[src/rtl/core/tlcr_pkg.sv]
// shared types, codes, sine table and control store of the capsule raster unit
package tlcr_pkg;

	localparam int IMG_WIDTH  = 1024;
	localparam int IMG_HEIGHT = 1024;

	typedef struct packed {
		logic [1:0]         mode;
		logic signed [11:0] goto_x;
		logic signed [11:0] goto_y;
		logic signed [11:0] walk_length;
		logic [8:0]         heading_deg;
	} cmd_word_t;

	typedef struct packed {
		logic [9:0]  pixel_x;
		logic [9:0]  pixel_y;
		logic [31:0] pixel_rgba;
		logic        pixel_write;
		logic        scan_done;
	} pix_word_t;

	localparam logic [1:0] MODE_GOTO = 2'd0;
	localparam logic [1:0] MODE_WALK = 2'd1;
	localparam logic [1:0] MODE_TICK = 2'd2;
	localparam logic [1:0] MODE_SKIP = 2'd3;

	localparam logic [1:0] REG_THICKNESS = 2'd0;
	localparam logic [1:0] REG_PEN_DOWN  = 2'd1;
	localparam logic [1:0] REG_COLOR     = 2'd2;

	// multiplier operand pairs
	localparam logic [3:0] MOP_NONE    = 4'd0;
	localparam logic [3:0] MOP_LEN_COS = 4'd1;
	localparam logic [3:0] MOP_LEN_SIN = 4'd2;
	localparam logic [3:0] MOP_WX_UX   = 4'd3;
	localparam logic [3:0] MOP_WY_UY   = 4'd4;
	localparam logic [3:0] MOP_WX_UY   = 4'd5;
	localparam logic [3:0] MOP_WY_UX   = 4'd6;
	localparam logic [3:0] MOP_WX_WX   = 4'd7;
	localparam logic [3:0] MOP_WY_WY   = 4'd8;
	localparam logic [3:0] MOP_EX_EX   = 4'd9;
	localparam logic [3:0] MOP_EY_EY   = 4'd10;
	localparam logic [3:0] MOP_P8_P8   = 4'd11;
	localparam logic [3:0] MOP_T_T     = 4'd12;

	localparam logic [1:0] ACC_HOLD = 2'd0;
	localparam logic [1:0] ACC_LOAD = 2'd1;
	localparam logic [1:0] ACC_ADD  = 2'd2;
	localparam logic [1:0] ACC_SUB  = 2'd3;

	localparam logic [3:0] ACT_NONE     = 4'd0;
	localparam logic [3:0] ACT_GOTO     = 4'd1;
	localparam logic [3:0] ACT_IDLE_OUT = 4'd2;
	localparam logic [3:0] ACT_WALK_X   = 4'd3;
	localparam logic [3:0] ACT_WALK_Y   = 4'd4;
	localparam logic [3:0] ACT_WALK_BOX = 4'd5;
	localparam logic [3:0] ACT_LOAD_W   = 4'd6;
	localparam logic [3:0] ACT_SAVE_RSQ = 4'd7;
	localparam logic [3:0] ACT_LOAD_P8  = 4'd8;
	localparam logic [3:0] ACT_EMIT     = 4'd9;

	localparam logic [1:0] JMP_NEXT      = 2'd0;
	localparam logic [1:0] JMP_END       = 2'd1;
	localparam logic [1:0] JMP_START_CAP = 2'd2;
	localparam logic [1:0] JMP_END_CAP   = 2'd3;

	localparam logic [4:0] PC_GOTO = 5'd0;
	localparam logic [4:0] PC_IDLE = 5'd1;
	localparam logic [4:0] PC_W0   = 5'd2;
	localparam logic [4:0] PC_W1   = 5'd3;
	localparam logic [4:0] PC_W2   = 5'd4;
	localparam logic [4:0] PC_W3   = 5'd5;
	localparam logic [4:0] PC_T0   = 5'd6;
	localparam logic [4:0] PC_T1   = 5'd7;
	localparam logic [4:0] PC_T2   = 5'd8;
	localparam logic [4:0] PC_T3   = 5'd9;
	localparam logic [4:0] PC_T4   = 5'd10;
	localparam logic [4:0] PC_T5   = 5'd11;
	localparam logic [4:0] PC_T6   = 5'd12;
	localparam logic [4:0] PC_T7   = 5'd13;
	localparam logic [4:0] PC_T8   = 5'd14;
	localparam logic [4:0] PC_T9   = 5'd15;
	localparam logic [4:0] PC_T10  = 5'd16;
	localparam logic [4:0] PC_TS0  = 5'd17;
	localparam logic [4:0] PC_TS1  = 5'd18;
	localparam logic [4:0] PC_TS2  = 5'd19;
	localparam logic [4:0] PC_TS3  = 5'd20;
	localparam logic [4:0] PC_TE0  = 5'd21;
	localparam logic [4:0] PC_TE1  = 5'd22;
	localparam logic [4:0] PC_TE2  = 5'd23;
	localparam logic [4:0] PC_TE3  = 5'd24;

	typedef struct packed {
		logic [3:0] mop;
		logic [1:0] acc;
		logic [3:0] act;
		logic [1:0] jmp;
		logic [4:0] target;
	} ucode_t;

	// q14 sine of 0 to 90 degrees
	localparam logic [14:0] QUARTER_SINE [91] = '{
		15'd0,     15'd286,   15'd572,   15'd857,   15'd1143,
		15'd1428,  15'd1713,  15'd1997,  15'd2280,  15'd2563,
		15'd2845,  15'd3126,  15'd3406,  15'd3686,  15'd3964,
		15'd4240,  15'd4516,  15'd4790,  15'd5063,  15'd5334,
		15'd5604,  15'd5872,  15'd6138,  15'd6402,  15'd6664,
		15'd6924,  15'd7182,  15'd7438,  15'd7692,  15'd7943,
		15'd8192,  15'd8438,  15'd8682,  15'd8923,  15'd9162,
		15'd9397,  15'd9630,  15'd9860,  15'd10087, 15'd10311,
		15'd10531, 15'd10749, 15'd10963, 15'd11174, 15'd11381,
		15'd11585, 15'd11786, 15'd11982, 15'd12176, 15'd12365,
		15'd12551, 15'd12733, 15'd12911, 15'd13085, 15'd13255,
		15'd13421, 15'd13583, 15'd13741, 15'd13894, 15'd14044,
		15'd14189, 15'd14330, 15'd14466, 15'd14598, 15'd14726,
		15'd14849, 15'd14968, 15'd15082, 15'd15191, 15'd15296,
		15'd15396, 15'd15491, 15'd15582, 15'd15668, 15'd15749,
		15'd15826, 15'd15897, 15'd15964, 15'd16026, 15'd16083,
		15'd16135, 15'd16182, 15'd16225, 15'd16262, 15'd16294,
		15'd16322, 15'd16344, 15'd16362, 15'd16374, 15'd16382,
		15'd16384
	};

	// full-circle sine from the quarter table, degrees 0 to 359
	function automatic logic signed [15:0] sine_deg(input logic [8:0] d);
		logic [8:0]  k;
		logic        neg;
		logic [14:0] m;
		if (d <= 9'd90) begin
			k = d;
			neg = 1'b0;
		end else if (d <= 9'd180) begin
			k = 9'd180 - d;
			neg = 1'b0;
		end else if (d <= 9'd270) begin
			k = d - 9'd180;
			neg = 1'b1;
		end else begin
			k = 9'd360 - d;
			neg = 1'b1;
		end
		m = QUARTER_SINE[k[6:0]];
		return neg ? -$signed({1'b0, m}) : $signed({1'b0, m});
	endfunction

	function automatic ucode_t ucw(input logic [3:0] mop, input logic [1:0] acc,
		input logic [3:0] act, input logic [1:0] jmp, input logic [4:0] target);
		ucode_t w;
		w.mop = mop;
		w.acc = acc;
		w.act = act;
		w.jmp = jmp;
		w.target = target;
		return w;
	endfunction

	// control store
	function automatic ucode_t ucode_rom(input logic [4:0] pc);
		ucode_t w;
		case (pc)
			PC_GOTO: w = ucw(MOP_NONE, ACC_HOLD, ACT_GOTO, JMP_END, PC_GOTO);
			PC_IDLE: w = ucw(MOP_NONE, ACC_HOLD, ACT_IDLE_OUT, JMP_END, PC_GOTO);
			PC_W0:   w = ucw(MOP_LEN_COS, ACC_HOLD, ACT_NONE, JMP_NEXT, PC_GOTO);
			PC_W1:   w = ucw(MOP_LEN_SIN, ACC_HOLD, ACT_WALK_X, JMP_NEXT, PC_GOTO);
			PC_W2:   w = ucw(MOP_NONE, ACC_HOLD, ACT_WALK_Y, JMP_NEXT, PC_GOTO);
			PC_W3:   w = ucw(MOP_NONE, ACC_HOLD, ACT_WALK_BOX, JMP_END, PC_GOTO);
			PC_T0:   w = ucw(MOP_NONE, ACC_HOLD, ACT_LOAD_W, JMP_NEXT, PC_GOTO);
			PC_T1:   w = ucw(MOP_WX_UX, ACC_HOLD, ACT_NONE, JMP_NEXT, PC_GOTO);
			PC_T2:   w = ucw(MOP_WY_UY, ACC_LOAD, ACT_NONE, JMP_NEXT, PC_GOTO);
			PC_T3:   w = ucw(MOP_T_T, ACC_ADD, ACT_NONE, JMP_NEXT, PC_GOTO);
			PC_T4:   w = ucw(MOP_WX_UY, ACC_HOLD, ACT_SAVE_RSQ, JMP_START_CAP, PC_TS0);
			PC_T5:   w = ucw(MOP_WY_UX, ACC_LOAD, ACT_NONE, JMP_END_CAP, PC_TE0);
			PC_T6:   w = ucw(MOP_NONE, ACC_SUB, ACT_NONE, JMP_NEXT, PC_GOTO);
			PC_T7:   w = ucw(MOP_NONE, ACC_HOLD, ACT_LOAD_P8, JMP_NEXT, PC_GOTO);
			PC_T8:   w = ucw(MOP_P8_P8, ACC_HOLD, ACT_NONE, JMP_NEXT, PC_GOTO);
			PC_T9:   w = ucw(MOP_NONE, ACC_LOAD, ACT_NONE, JMP_NEXT, PC_GOTO);
			PC_T10:  w = ucw(MOP_NONE, ACC_HOLD, ACT_EMIT, JMP_END, PC_GOTO);
			PC_TS0:  w = ucw(MOP_WX_WX, ACC_HOLD, ACT_NONE, JMP_NEXT, PC_GOTO);
			PC_TS1:  w = ucw(MOP_WY_WY, ACC_LOAD, ACT_NONE, JMP_NEXT, PC_GOTO);
			PC_TS2:  w = ucw(MOP_NONE, ACC_ADD, ACT_NONE, JMP_NEXT, PC_GOTO);
			PC_TS3:  w = ucw(MOP_NONE, ACC_HOLD, ACT_EMIT, JMP_END, PC_GOTO);
			PC_TE0:  w = ucw(MOP_EX_EX, ACC_HOLD, ACT_NONE, JMP_NEXT, PC_GOTO);
			PC_TE1:  w = ucw(MOP_EY_EY, ACC_LOAD, ACT_NONE, JMP_NEXT, PC_GOTO);
			PC_TE2:  w = ucw(MOP_NONE, ACC_ADD, ACT_NONE, JMP_NEXT, PC_GOTO);
			PC_TE3:  w = ucw(MOP_NONE, ACC_HOLD, ACT_EMIT, JMP_END, PC_GOTO);
			default: w = ucw(MOP_NONE, ACC_HOLD, ACT_NONE, JMP_END, PC_GOTO);
		endcase
		return w;
	endfunction

endpackage

[src/rtl/core/thick_line_capsule_raster_unit.sv]
// thick line capsule raster unit: pen state, walk setup and per-pixel capsule test
// Commands arrive one word at a time and the command side stalls while a word is worked on.
// A go-to, a walk or a tick stalls the command side; a tick on an armed scan runs the start
// cap, end cap or segment body path, and mode 3 is taken without a stall and does nothing.
// That path is a small control program that runs every product of the distance test
// through one shared 23x23 multiplier with a registered product. A result word sits in
// an output register, so the next command is taken while it waits; an emitting step waits
// only while that register is full and stalled. Configuration is written through the APB
// port at byte addresses 0, 4 and 8; the user must do so only while the unit is idle, as
// the unit itself does not enforce it.
module thick_line_capsule_raster_unit import tlcr_pkg::*; (
	input  logic        clk,
	input  logic        arst_n,
	input  logic        psel,
	input  logic        penable,
	input  logic        pwrite,
	input  logic [3:0]  paddr,
	input  logic [31:0] pwdata,
	output logic [31:0] prdata,
	output logic        pready,
	input  logic        cmd_valid,
	output logic        cmd_stall,
	input  cmd_word_t   cmd_word,
	output logic        pix_valid,
	input  logic        pix_stall,
	output pix_word_t   pix_word
);

	typedef struct packed {
		logic signed [13:0] lo;
		logic signed [13:0] hi;
	} span_t;

	localparam logic signed [13:0] X_LIM = 14'(IMG_WIDTH - 1);
	localparam logic signed [13:0] Y_LIM = 14'(IMG_HEIGHT - 1);
	localparam logic signed [20:0] CENTRE_X = 21'((IMG_WIDTH / 2) * 256);
	localparam logic signed [20:0] CENTRE_Y = 21'((IMG_HEIGHT / 2) * 256);

	function automatic logic signed [20:0] sat_fx(input logic signed [23:0] v);
		if (v > 24'sd1048575)
			return 21'sd1048575;
		else if (v < -24'sd1048576)
			return {1'b1, 20'b0};
		else
			return v[20:0];
	endfunction

	// one axis of the bounding box, widened and clipped
	function automatic span_t box_span(input logic signed [20:0] a, input logic signed [20:0] b,
		input logic [7:0] t, input logic signed [13:0] lim);
		logic signed [20:0] lo;
		logic signed [20:0] hi;
		logic signed [13:0] lo_m;
		logic signed [13:0] hi_m;
		span_t s;
		lo = (a < b) ? a : b;
		hi = (a < b) ? b : a;
		lo_m = {lo[20], lo[20:8]} - {6'b0, t};
		hi_m = {hi[20], hi[20:8]} + {6'b0, t};
		if (lo_m < 14'sd0)
			s.lo = 14'sd0;
		else if (lo_m > lim)
			s.lo = lim;
		else
			s.lo = lo_m;
		s.hi = (hi_m > lim) ? lim : hi_m;
		return s;
	endfunction

	logic [7:0]  thickness_q;
	logic        pen_down_q;
	logic [31:0] color_q;

	logic        busy_q;
	logic [4:0]  pc_q;
	ucode_t      cw;
	logic        cmd_take;
	logic        slot_free;
	logic        step_go;

	cmd_word_t          cmd_q;
	logic signed [15:0] cos_q;
	logic signed [15:0] sin_q;
	logic [8:0]         deg;
	logic [8:0]         cos_deg;
	logic [9:0]         deg_sum;
	logic [9:0]         deg_wrap;

	logic signed [20:0] pen_x_q;
	logic signed [20:0] pen_y_q;
	logic signed [20:0] start_x_q;
	logic signed [20:0] start_y_q;
	logic signed [20:0] end_x_q;
	logic signed [20:0] end_y_q;
	logic signed [15:0] dir_cos_q;
	logic signed [15:0] dir_sin_q;
	logic [11:0]        seg_len_q;
	logic [9:0]         col_q;
	logic [9:0]         row_q;
	logic [9:0]         min_col_q;
	logic [9:0]         max_col_q;
	logic [9:0]         min_row_q;
	logic [9:0]         max_row_q;
	logic               active_q;

	logic signed [21:0] wx_q;
	logic signed [21:0] wy_q;
	logic signed [21:0] ex_q;
	logic signed [21:0] ey_q;
	logic signed [22:0] p8_q;
	logic [15:0]        rsq_q;
	logic signed [45:0] prod_q;
	logic signed [47:0] acc_q;

	logic signed [22:0] mul_a;
	logic signed [22:0] mul_b;
	logic signed [45:0] prod;
	logic signed [47:0] prod_ext;
	logic signed [16:0] uy;

	logic signed [46:0] walk_rnd;
	logic signed [46:0] walk_sh;
	logic signed [21:0] walk_d;
	logic signed [23:0] sum_x;
	logic signed [23:0] sum_y;
	span_t              span_x;
	span_t              span_y;
	logic [11:0]        len_u;

	logic signed [21:0] px;
	logic signed [21:0] py;
	logic               start_cap;
	logic               end_cap;
	logic signed [47:0] p8_sum;
	logic signed [47:0] p8_sh;
	logic               covered;
	logic               wr;
	logic               last;

	logic        out_valid_q;
	pix_word_t   out_q;

	assign pready    = 1'b1;
	assign cmd_stall = busy_q;
	assign pix_valid = out_valid_q;
	assign pix_word  = out_q;

	always_comb begin
		case (paddr[3:2])
			REG_THICKNESS: prdata = {24'b0, thickness_q};
			REG_PEN_DOWN:  prdata = {31'b0, pen_down_q};
			REG_COLOR:     prdata = color_q;
			default:       prdata = 32'b0;
		endcase
	end

	assign cmd_take  = cmd_valid && !cmd_stall;
	assign slot_free = !out_valid_q || !pix_stall;
	assign cw        = ucode_rom(pc_q);
	assign step_go   = busy_q && ((cw.act != ACT_EMIT && cw.act != ACT_IDLE_OUT) || slot_free);

	// heading wrap and table lookups
	assign deg      = (cmd_word.heading_deg >= 9'd360) ? (cmd_word.heading_deg - 9'd360)
		: cmd_word.heading_deg;
	assign deg_sum  = {1'b0, deg} + 10'd90;
	assign deg_wrap = deg_sum - 10'd360;
	assign cos_deg  = (deg_sum >= 10'd360) ? deg_wrap[8:0] : deg_sum[8:0];

	assign uy = -{dir_sin_q[15], dir_sin_q};

	always_comb begin
		case (cw.mop)
			MOP_LEN_COS: begin
				mul_a = {{11{cmd_q.walk_length[11]}}, cmd_q.walk_length};
				mul_b = {{7{cos_q[15]}}, cos_q};
			end
			MOP_LEN_SIN: begin
				mul_a = {{11{cmd_q.walk_length[11]}}, cmd_q.walk_length};
				mul_b = {{7{sin_q[15]}}, sin_q};
			end
			MOP_WX_UX: begin
				mul_a = {wx_q[21], wx_q};
				mul_b = {{7{dir_cos_q[15]}}, dir_cos_q};
			end
			MOP_WY_UY: begin
				mul_a = {wy_q[21], wy_q};
				mul_b = {{6{uy[16]}}, uy};
			end
			MOP_WX_UY: begin
				mul_a = {wx_q[21], wx_q};
				mul_b = {{6{uy[16]}}, uy};
			end
			MOP_WY_UX: begin
				mul_a = {wy_q[21], wy_q};
				mul_b = {{7{dir_cos_q[15]}}, dir_cos_q};
			end
			MOP_WX_WX: begin
				mul_a = {wx_q[21], wx_q};
				mul_b = {wx_q[21], wx_q};
			end
			MOP_WY_WY: begin
				mul_a = {wy_q[21], wy_q};
				mul_b = {wy_q[21], wy_q};
			end
			MOP_EX_EX: begin
				mul_a = {ex_q[21], ex_q};
				mul_b = {ex_q[21], ex_q};
			end
			MOP_EY_EY: begin
				mul_a = {ey_q[21], ey_q};
				mul_b = {ey_q[21], ey_q};
			end
			MOP_P8_P8: begin
				mul_a = p8_q;
				mul_b = p8_q;
			end
			MOP_T_T: begin
				mul_a = {15'b0, thickness_q};
				mul_b = {15'b0, thickness_q};
			end
			default: begin
				mul_a = 23'sd0;
				mul_b = 23'sd0;
			end
		endcase
	end

	assign prod     = mul_a * mul_b;
	assign prod_ext = {{2{prod_q[45]}}, prod_q};

	// rounded walk step from the registered product
	assign walk_rnd = {prod_q[45], prod_q} + 47'sd32;
	assign walk_sh  = walk_rnd >>> 6;
	assign walk_d   = walk_sh[21:0];
	assign sum_x    = {{3{pen_x_q[20]}}, pen_x_q} + {{2{walk_d[21]}}, walk_d};
	assign sum_y    = {{3{pen_y_q[20]}}, pen_y_q} - {{2{walk_d[21]}}, walk_d};
	assign len_u    = cmd_q.walk_length;

	assign span_x = box_span(start_x_q, end_x_q, thickness_q, X_LIM);
	assign span_y = box_span(start_y_q, end_y_q, thickness_q, Y_LIM);

	assign px = {4'b0, col_q, 8'b0};
	assign py = {4'b0, row_q, 8'b0};

	assign start_cap = (seg_len_q == 12'd0) || acc_q[47];
	assign end_cap   = acc_q > $signed({14'b0, seg_len_q, 22'b0});
	assign p8_sum    = acc_q + 48'sd8192;
	assign p8_sh     = p8_sum >>> 14;
	assign covered   = acc_q <= $signed({18'b0, rsq_q, 14'b0});
	assign wr        = pen_down_q && covered;
	assign last      = (col_q >= max_col_q) && (row_q >= max_row_q);

	always_ff @(posedge clk or negedge arst_n) begin
		if (!arst_n) begin
			thickness_q <= 8'd1;
			pen_down_q  <= 1'b1;
			color_q     <= 32'b0;
			busy_q      <= 1'b0;
			pc_q        <= PC_GOTO;
			out_valid_q <= 1'b0;
			pen_x_q     <= CENTRE_X;
			pen_y_q     <= CENTRE_Y;
			start_x_q   <= 21'sd0;
			start_y_q   <= 21'sd0;
			end_x_q     <= 21'sd0;
			end_y_q     <= 21'sd0;
			dir_cos_q   <= 16'sd0;
			dir_sin_q   <= 16'sd0;
			seg_len_q   <= 12'd0;
			col_q       <= 10'd0;
			row_q       <= 10'd0;
			min_col_q   <= 10'd0;
			max_col_q   <= 10'd0;
			min_row_q   <= 10'd0;
			max_row_q   <= 10'd0;
			active_q    <= 1'b0;
		end else begin
			if (psel && penable && pwrite) begin
				case (paddr[3:2])
					REG_THICKNESS: thickness_q <= pwdata[7:0];
					REG_PEN_DOWN:  pen_down_q <= pwdata[0];
					REG_COLOR:     color_q <= pwdata;
					default: ;
				endcase
			end
			if (pix_valid && !pix_stall
				&& !(step_go && (cw.act == ACT_EMIT || cw.act == ACT_IDLE_OUT)))
				out_valid_q <= 1'b0;
			if (cmd_take) begin
				case (cmd_word.mode)
					MODE_GOTO: begin
						busy_q <= 1'b1;
						pc_q <= PC_GOTO;
					end
					MODE_WALK: begin
						busy_q <= 1'b1;
						pc_q <= PC_W0;
					end
					MODE_TICK: begin
						busy_q <= 1'b1;
						pc_q <= active_q ? PC_T0 : PC_IDLE;
					end
					default: ;
				endcase
			end else if (step_go) begin
				case (cw.act)
					ACT_GOTO: begin
						pen_x_q <= {cmd_q.goto_x[11], cmd_q.goto_x, 8'b0};
						pen_y_q <= {cmd_q.goto_y[11], cmd_q.goto_y, 8'b0};
					end
					ACT_WALK_X: begin
						start_x_q <= pen_x_q;
						end_x_q <= sat_fx(sum_x);
					end
					ACT_WALK_Y: begin
						start_y_q <= pen_y_q;
						end_y_q <= sat_fx(sum_y);
						if (cmd_q.walk_length[11]) begin
							dir_cos_q <= -cos_q;
							dir_sin_q <= -sin_q;
							seg_len_q <= ~len_u + 12'd1;
						end else begin
							dir_cos_q <= cos_q;
							dir_sin_q <= sin_q;
							seg_len_q <= len_u;
						end
					end
					ACT_WALK_BOX: begin
						min_col_q <= span_x.lo[9:0];
						max_col_q <= span_x.hi[9:0];
						min_row_q <= span_y.lo[9:0];
						max_row_q <= span_y.hi[9:0];
						active_q <= (span_x.lo <= span_x.hi) && (span_y.lo <= span_y.hi);
						col_q <= span_x.lo[9:0];
						row_q <= span_y.lo[9:0];
						pen_x_q <= end_x_q;
						pen_y_q <= end_y_q;
					end
					ACT_EMIT: begin
						out_valid_q <= 1'b1;
						if (last) begin
							active_q <= 1'b0;
						end else if (col_q >= max_col_q) begin
							col_q <= min_col_q;
							row_q <= row_q + 10'd1;
						end else begin
							col_q <= col_q + 10'd1;
						end
					end
					ACT_IDLE_OUT: out_valid_q <= 1'b1;
					default: ;
				endcase
				case (cw.jmp)
					JMP_NEXT:      pc_q <= pc_q + 5'd1;
					JMP_END:       busy_q <= 1'b0;
					JMP_START_CAP: pc_q <= start_cap ? cw.target : pc_q + 5'd1;
					JMP_END_CAP:   pc_q <= end_cap ? cw.target : pc_q + 5'd1;
					default:       busy_q <= 1'b0;
				endcase
			end
		end
	end

	always_ff @(posedge clk) begin
		if (cmd_take) begin
			cmd_q <= cmd_word;
			cos_q <= sine_deg(cos_deg);
			sin_q <= sine_deg(deg);
		end
		if (step_go) begin
			if (cw.mop != MOP_NONE)
				prod_q <= prod;
			case (cw.acc)
				ACC_LOAD: acc_q <= prod_ext;
				ACC_ADD:  acc_q <= acc_q + prod_ext;
				ACC_SUB:  acc_q <= acc_q - prod_ext;
				default: ;
			endcase
			case (cw.act)
				ACT_LOAD_W: begin
					wx_q <= px - {start_x_q[20], start_x_q};
					wy_q <= py - {start_y_q[20], start_y_q};
					ex_q <= px - {end_x_q[20], end_x_q};
					ey_q <= py - {end_y_q[20], end_y_q};
				end
				ACT_SAVE_RSQ: rsq_q <= prod_q[15:0];
				ACT_LOAD_P8:  p8_q <= p8_sh[22:0];
				ACT_EMIT: begin
					out_q.pixel_x <= col_q;
					out_q.pixel_y <= row_q;
					out_q.pixel_rgba <= wr ? color_q : 32'b0;
					out_q.pixel_write <= wr;
					out_q.scan_done <= last;
				end
				ACT_IDLE_OUT: begin
					out_q.pixel_x <= 10'd0;
					out_q.pixel_y <= 10'd0;
					out_q.pixel_rgba <= 32'b0;
					out_q.pixel_write <= 1'b0;
					out_q.scan_done <= 1'b1;
				end
				default: ;
			endcase
		end
	end

endmodule

[config.mk]
export PLATFORM = sky130hd
export DESIGN_NAME = thick_line_capsule_raster_unit
export DESIGN_NICKNAME = d
export VERILOG_FILES = /design/src/rtl/core/tlcr_pkg.sv /design/src/rtl/core/thick_line_capsule_raster_unit.sv
export SDC_FILE = /design/constraint.sdc
export NUM_CORES = 2
export LEC_CHECK = 0
export ABC_CLOCK_PERIOD_IN_PS = 18500
export BUFFER_PORTS_ARGS = -buffer_cell sky130_fd_sc_hd__clkbuf_2
export CAP_MARGIN = 15
export CORE_ASPECT_RATIO = 0.7
export CORE_MARGIN = 2
export CORE_UTILIZATION = 60
export DETAILED_ROUTE_END_ITERATION = 8
export GPL_ROUTABILITY_DRIVEN = 0
export PLACE_DENSITY = 0.76
export SLEW_MARGIN = 20
export SYNTH_ARGS = -nofsm -noshare
export SYNTH_HDL_FRONTEND = slang
export SYNTH_SLANG_ARGS = --single-unit
[constraint.sdc]
create_clock -name clk -period 18.5 [get_ports clk]
set_input_delay 1.85 -clock clk [delete_from_list [all_inputs] [get_ports clk]]
set_output_delay 1.85 -clock clk [all_outputs]
set_load 0.02 [all_outputs]
Yosys cells after proc, flatten, opt, wreduce, memory -nomap -nowiden:

Memories as Yosys holds them, arrays and structs flattened.
Index checks and enable logic that the tools add are counted.

* $add $sub $neg: 32
* multiply operators: 1
* magnitude comparators: 28
* eq/ne operators: 38
* mux-type cells: 70
* bitwise gates (word level): 4
* reductions and logical operators: 56

Operators by type and width (count)
* one-hot mux 23 bit (10 select lines): 1
* 2-to-1 mux 21 bit: 8
* one-hot mux 23 bit (7 select lines): 1
* one-hot mux 48 bit (3 select lines): 1
* one-hot mux 54 bit (2 select lines): 1
* one-hot mux 32 bit (3 select lines): 1
* 2-to-1 mux 15 bit: 6
* subtractor 19 x 21 -> 22 bit: 4
* 2-to-1 mux 14 bit: 6
* one-hot mux 21 bit (2 select lines): 2
* greater-than comparator 14 x 11 -> 1 bit, second input constant: 4
* 2-to-1 mux 7 bit: 8
* adder 48 x 46 -> 48 bit: 1
* greater-than comparator 48 x 35 -> 1 bit: 1
* less-or-equal comparator 48 x 31 -> 1 bit: 1
* subtractor 48 x 46 -> 48 bit: 1
* greater-than comparator 23 x 21 -> 1 bit, second input constant: 2
* < comparator 23 x 21 -> 1 bit, second input constant: 2
* multiplier 23 x 23 -> 46 bit: 1
* < comparator 21 bit: 2
* 2-to-1 mux 10 bit: 4
* one-hot mux 10 bit (2 select lines): 2
* adder 37 x 15 -> 37 bit, second input constant: 1
* equality test 4 x 3 -> 1 bit, second input constant: 8
* 61 further kinds: 160

* register bits after elaboration: 612
* ROM bits: 4320
* bits of input ports: 90
* output and inout port bits: 89
* word-level logic and storage cells: 273
* memories: 3

Memory list
* (no name shown): words 128, width 15, rd ports 1, clocked after memory_dff 0, write ports 0, RTL line tlcr_pkg.sv:143 `m = QUARTER_SINE[k[6:0]];`
* (no name shown): words 128, width 15, rd ports 1, clocked after memory_dff 0, write ports 0, RTL line tlcr_pkg.sv:143
* (no name shown): words 32, width 15, rd ports 1, clocked after memory_dff 0, write ports 0, RTL line tlcr_pkg.sv:161 `case (pc)`

Logic depth before layout (Yosys ltp):

* depth after elaboration: 16
* depth in mapped cells: 50
* gate-level depth less buffers: 46

Worst setup path after synthesis:

Ideal clock, no wire load.

* kind: register -> register
* start point: reg pc_q[0]
* end point: reg prod_q[42] (data pin)
* library setup time: 259 ps
* arrival: 10033 ps
* data required time: 18241 ps
* path slack: 8207 ps
* cell stages (with the launch flop): 39
* buffers on the path: 1
* clock period less this slack: 10293 ps
* cells stage by stage: dfrtp_1 -> ha_1 -> ha_1 -> nor3_1 -> a31oi_1 -> mux2i_1 -> inv_1 -> a2111oi_0 -> a22o_1 -> nand3b_1 -> clkbuf_1 -> nand2_1 -> fa_1 -> inv_1 -> fa_1 -> inv_1 -> fa_1 -> inv_1 -> (+3 left out) -> inv_1 -> fa_1 -> inv_1 -> fa_1 -> inv_1 -> ha_1 -> or4_1 -> o41ai_1 -> o211ai_1 -> a31oi_1 -> o211ai_1 -> a21oi_1 -> a211o_1 -> o211a_1 -> o221a_2 -> o21bai_1 -> a21oi_1 -> xnor2_1

* cells in the longest elaborated chain, start to end: 5
* elaborated cells on any way between the ends: 21
* those cells by class: mul: 1; eq/ne: 12; mux: 2; reduce/logical: 5; memory: 1

RTL lines
* from (decl): RTL line thick_line_capsule_raster_unit.sv:75 `logic [4:0] pc_q;`
* from (signal assigned): RTL line thick_line_capsule_raster_unit.sv:301 `pc_q <= active_q ? PC_T0 : PC_IDLE;`
* from (signal assigned): RTL line thick_line_capsule_raster_unit.sv:354 `JMP_NEXT: pc_q <= pc_q + 5'd1;`
* from (signal assigned): RTL line thick_line_capsule_raster_unit.sv:356 `JMP_START_CAP: pc_q <= start_cap ? cw.target : pc_q + 5'd1;`
* memory read (32 x 15 bit) *
* equality test 4 bit (tied with other cells): RTL line thick_line_capsule_raster_unit.sv:172 `case (cw.mop)`
* OR reduction 3 bit (no source line) or OR reduction 2 bit (tied branches)
* one-hot mux 23 bit (7 select lines) or one-hot mux 23 bit (10 select lines) (tied branches): RTL line thick_line_capsule_raster_unit.sv:172
* multiplier 23 x 23 -> 46 bit *: RTL line thick_line_capsule_raster_unit.sv:228 `assign prod = mul_a * mul_b;`
* named net prod[42]: RTL line thick_line_capsule_raster_unit.sv:117 `logic signed [45:0] prod;`
* to (signal assigned): RTL line thick_line_capsule_raster_unit.sv:372 `prod_q <= prod;`
* to (decl): RTL line thick_line_capsule_raster_unit.sv:112 `logic signed [45:0] prod_q;`

The timed path passes the listed nets; every way through them passes the cells marked *.
A chain may end at the register's enable or synchronous reset.

Final worst setup path:

* start point: reg pc_q[2]
* end point: reg prod_q[42] (data pin)

Same word-level chain as after synthesis.

==> impl_metrics.tcl <==
set metrics [dict create \
    die_h_um 279.3 \
    tightest_slew_ps 1281 \
    cts_root_buf "clkbuf_16" \
    r2r_start "pc_q[2]" \
    critPathMaxFanout 30 \
    synth_compound_area_share_pct 15.29 \
    clkLatencyLatePin_ps 660 \
    vias 56050 \
    finalHoldViolCount 0 \
    synth_seq_cells 612 \
    path_class "flop to flop" \
    dieArea_um2 111000 \
    hp-start "min_col_q[8]" \
    multi_input_area_um2 43020 \
    syn2layout_area_growth_pct 7.106 \
    io_buffers 175 \
    grt_max_degree 92 \
    rsz0062_at_grt "false" \
    slew-limit-headroom_pct 14.58 \
    syn_area_um2 64980 \
    route.detailed.drc 29 \
    crit_top_cell "inv_1" \
    slowest_delay_ps 1040 \
    yosysSeqAreaShare_pct 26.22 \
    initial_core_util_pct 60.81 \
    synth_top_family_by_area "adder cells" \
    synthFlopType "edfxtp_1" \
    status "complete, but fails checks" \
    avgViaCountPerCell 6.369 \
    cp-start-kind "flop" \
    reg2reg_slack_ps 5800 \
    postCtsHoldBufs 0 \
    synth-edff-count 343 \
    antenna_found_initial 3 \
    grt_pass1_wl_mm 313.4 \
    grt_pass1_vias 53460 \
    io_pins 179 \
    arrival_ps 13080 \
    ys_types 112 \
    ctsResizeCount 0 \
    postSynth.asyncResetShare_pct 43.95 \
    synthSimpleGateAreaFrac_pct 16.04 \
    clock-sinks 612 \
    first_pass_iters 9 \
    grt_overflow_total 0 \
    finClkSkew_ps 36.81 \
    cts_setup_buffers 0 \
    synth_adder_area_share_pct 26.71 \
    synth_xor_xnor_area_share_pct 5.303 \
    end_kind "flop" \
    final-setup-viol-count 0 \
    seq_area_um2 17040 \
    rows 100 \
    min_path_cells 2 \
    hp-class "flop to flop" \
    synthMuxAreaShare_pct 2.457 \
    drt_iter0_markers 8492 \
    wire_per_inst_um 23.18 \
    synth_area_per_cell_um2 8.903 \
    cts_tree "done" \
    grt_usage_pct 36.60 \
    setup_tns_ps 0 \
    cts_buffer_depth 3 \
    layout_min_cycle_time_ps 12700 \
    cap_violations 0 \
    numCtsBuffers 66 \
    fmax_mhz 78.74 \
    violations "DRC" \
    yosys_warnings 0 \
    fp.dieW_um 397.3 \
    r2r_end "prod_q[42]" \
    maxSlewViolCount 0 \
    drt_wl_total_mm 204.0 \
    hpwl_mm 155.6 \
    crit_slowest_cell "nand4_1" \
    ant_nets 0 \
    period_share_pct 68.65 \
    h-tree-depth 3 \
    reg2reg_depth 40 \
    nFillCells 8581 \
    syn_inst 7298 \
    path_clk_slew_ps 60 \
    cp.required_ps 18890 \
    nNetsFinal 8449 \
    coreArea_um2 106900 \
    drive_above_1_share_pct 7.775 \
    min_to "min_col_q[8]" \
]
## placed cells by master (no fill, tap or decap), types with 133 or more instances in the layout
cell	n
fa_1	574
o21ai_0	368
edfxtp_1	343
nand2_1	844
xnor2_1	250
nand3_1	135
dfrtp_1	265
ha_1	468
xor2_1	134
and2_1	136
clkbuf_2	174
nor2_1	610
a21oi_1	344
inv_1	991
nor3_1	133
## final cells by class
class | count | area share (%)
Multi-Input combinational cell | 5350 | 61.81
Antenna cell | 3 | 0.01079
Clock buffer | 87 | 2.664
Sequential cell | 612 | 24.48
Inverter | 997 | 5.377
Clock inverter | 34 | 0.5753
Tap cell | 1428 | 2.567
Timing Repair Buffer | 290 | 2.513
## Yosys cell counts (104+ instances only)
cell type / instances / share of area [%]
a21o_1: 104 / 1.2
a21oi_1: 347 / 2.7
and2_1: 136 / 1.3
clkbuf_1: 293 / 1.7
dfrtp_1: 265 / 10
edfxtp_1: 343 / 16
fa_1: 574 / 18
ha_1: 468 / 9.0
inv_1: 992 / 5.7
nand2_1: 844 / 4.9
nand3_1: 136 / 1.0
nor2_1: 614 / 3.5
nor3_1: 136 / 1.0
o21ai_0: 369 / 2.8
xnor2_1: 254 / 3.4
xor2_1: 135 / 1.8
## routing by layer
layer | share of wire [%] | GRT usage, % | vias up
met1 | 40 | 52.41 | 26850
met3 | 17 | 15.21 | 624
li1 | - | - | 24680
met5 | 0.080 | 1.002 | -
met4 | 4.0 | 11.79 | 4
met2 | 39 | 49.79 | 3893
## critical path, delay by kind of cell (launching register included)
family / cells / cell delay (ps)
compound gates: 11 / 2580
xor+xnor: 1 / 70
fa+ha+maj: 9 / 3940
buf+inv: 11 / 1590
flops: 1 / 680
mux: 1 / 210
simple gates: 7 / 3290
## state kept, by name (all words and copies together), names as in the netlist, 12 cells and up
signal     count
acc_q         48
cmd_q         24
color_q       32
cos_q         16
dir_cos_q     16
dir_sin_q     16
end_x_q       21
end_y_q       21
ex_q          22
ey_q          22
len_u         12
p8_q          23
pen_x_q       21
pen_y_q       21
pix_word      54
prod_q        46
rsq_q         16
seg_len_q     12
sin_q         16
start_x_q     21
start_y_q     21
wx_q          22
wy_q          22
## metrics by stage
step	std cells	utilization (%)	hold slack [ps]	area, um^2	setup WS, ps
3_5_place_dp	8677	62.99	461.9	67310	6217
3_3_place_gp	8677	62.99	452.0	67310	6385
5_1_grt	8800	65.13	496.8	69590	5273
2_1_floorplan	7303	-	424.4	64990	8208
6_report	8801	65.13	472.1	69590	5801
4_1_cts	8798	65.10	475.8	69560	6064
## worst max-delay path by stage
stage             from    endpoint  slack, ps  cells after the start
2_1_floorplan  pc_q[0]  prod_q[42]       8210                     38
3_3_place_gp   pc_q[2]  prod_q[45]       6390                     37
3_5_place_dp   pc_q[2]  prod_q[42]       6220                     40
4_1_cts        pc_q[2]  prod_q[42]       6060                     40
5_1_grt        pc_q[2]  prod_q[42]       5270                     40
6_report       pc_q[2]  prod_q[42]       5800                     40
## kinds of logic after synthesis
logic type      after synthesis
compound gates             1490
mux                         145
flops                       612
simple gates               2274
xor+xnor                    391
buf+inv                    1341
other cells                   2
fa+ha+maj                  1043
Power is left out: the tool's default activity adds up to more than one toggle a clock period on the data nets, which glitch-free logic cannot reach.
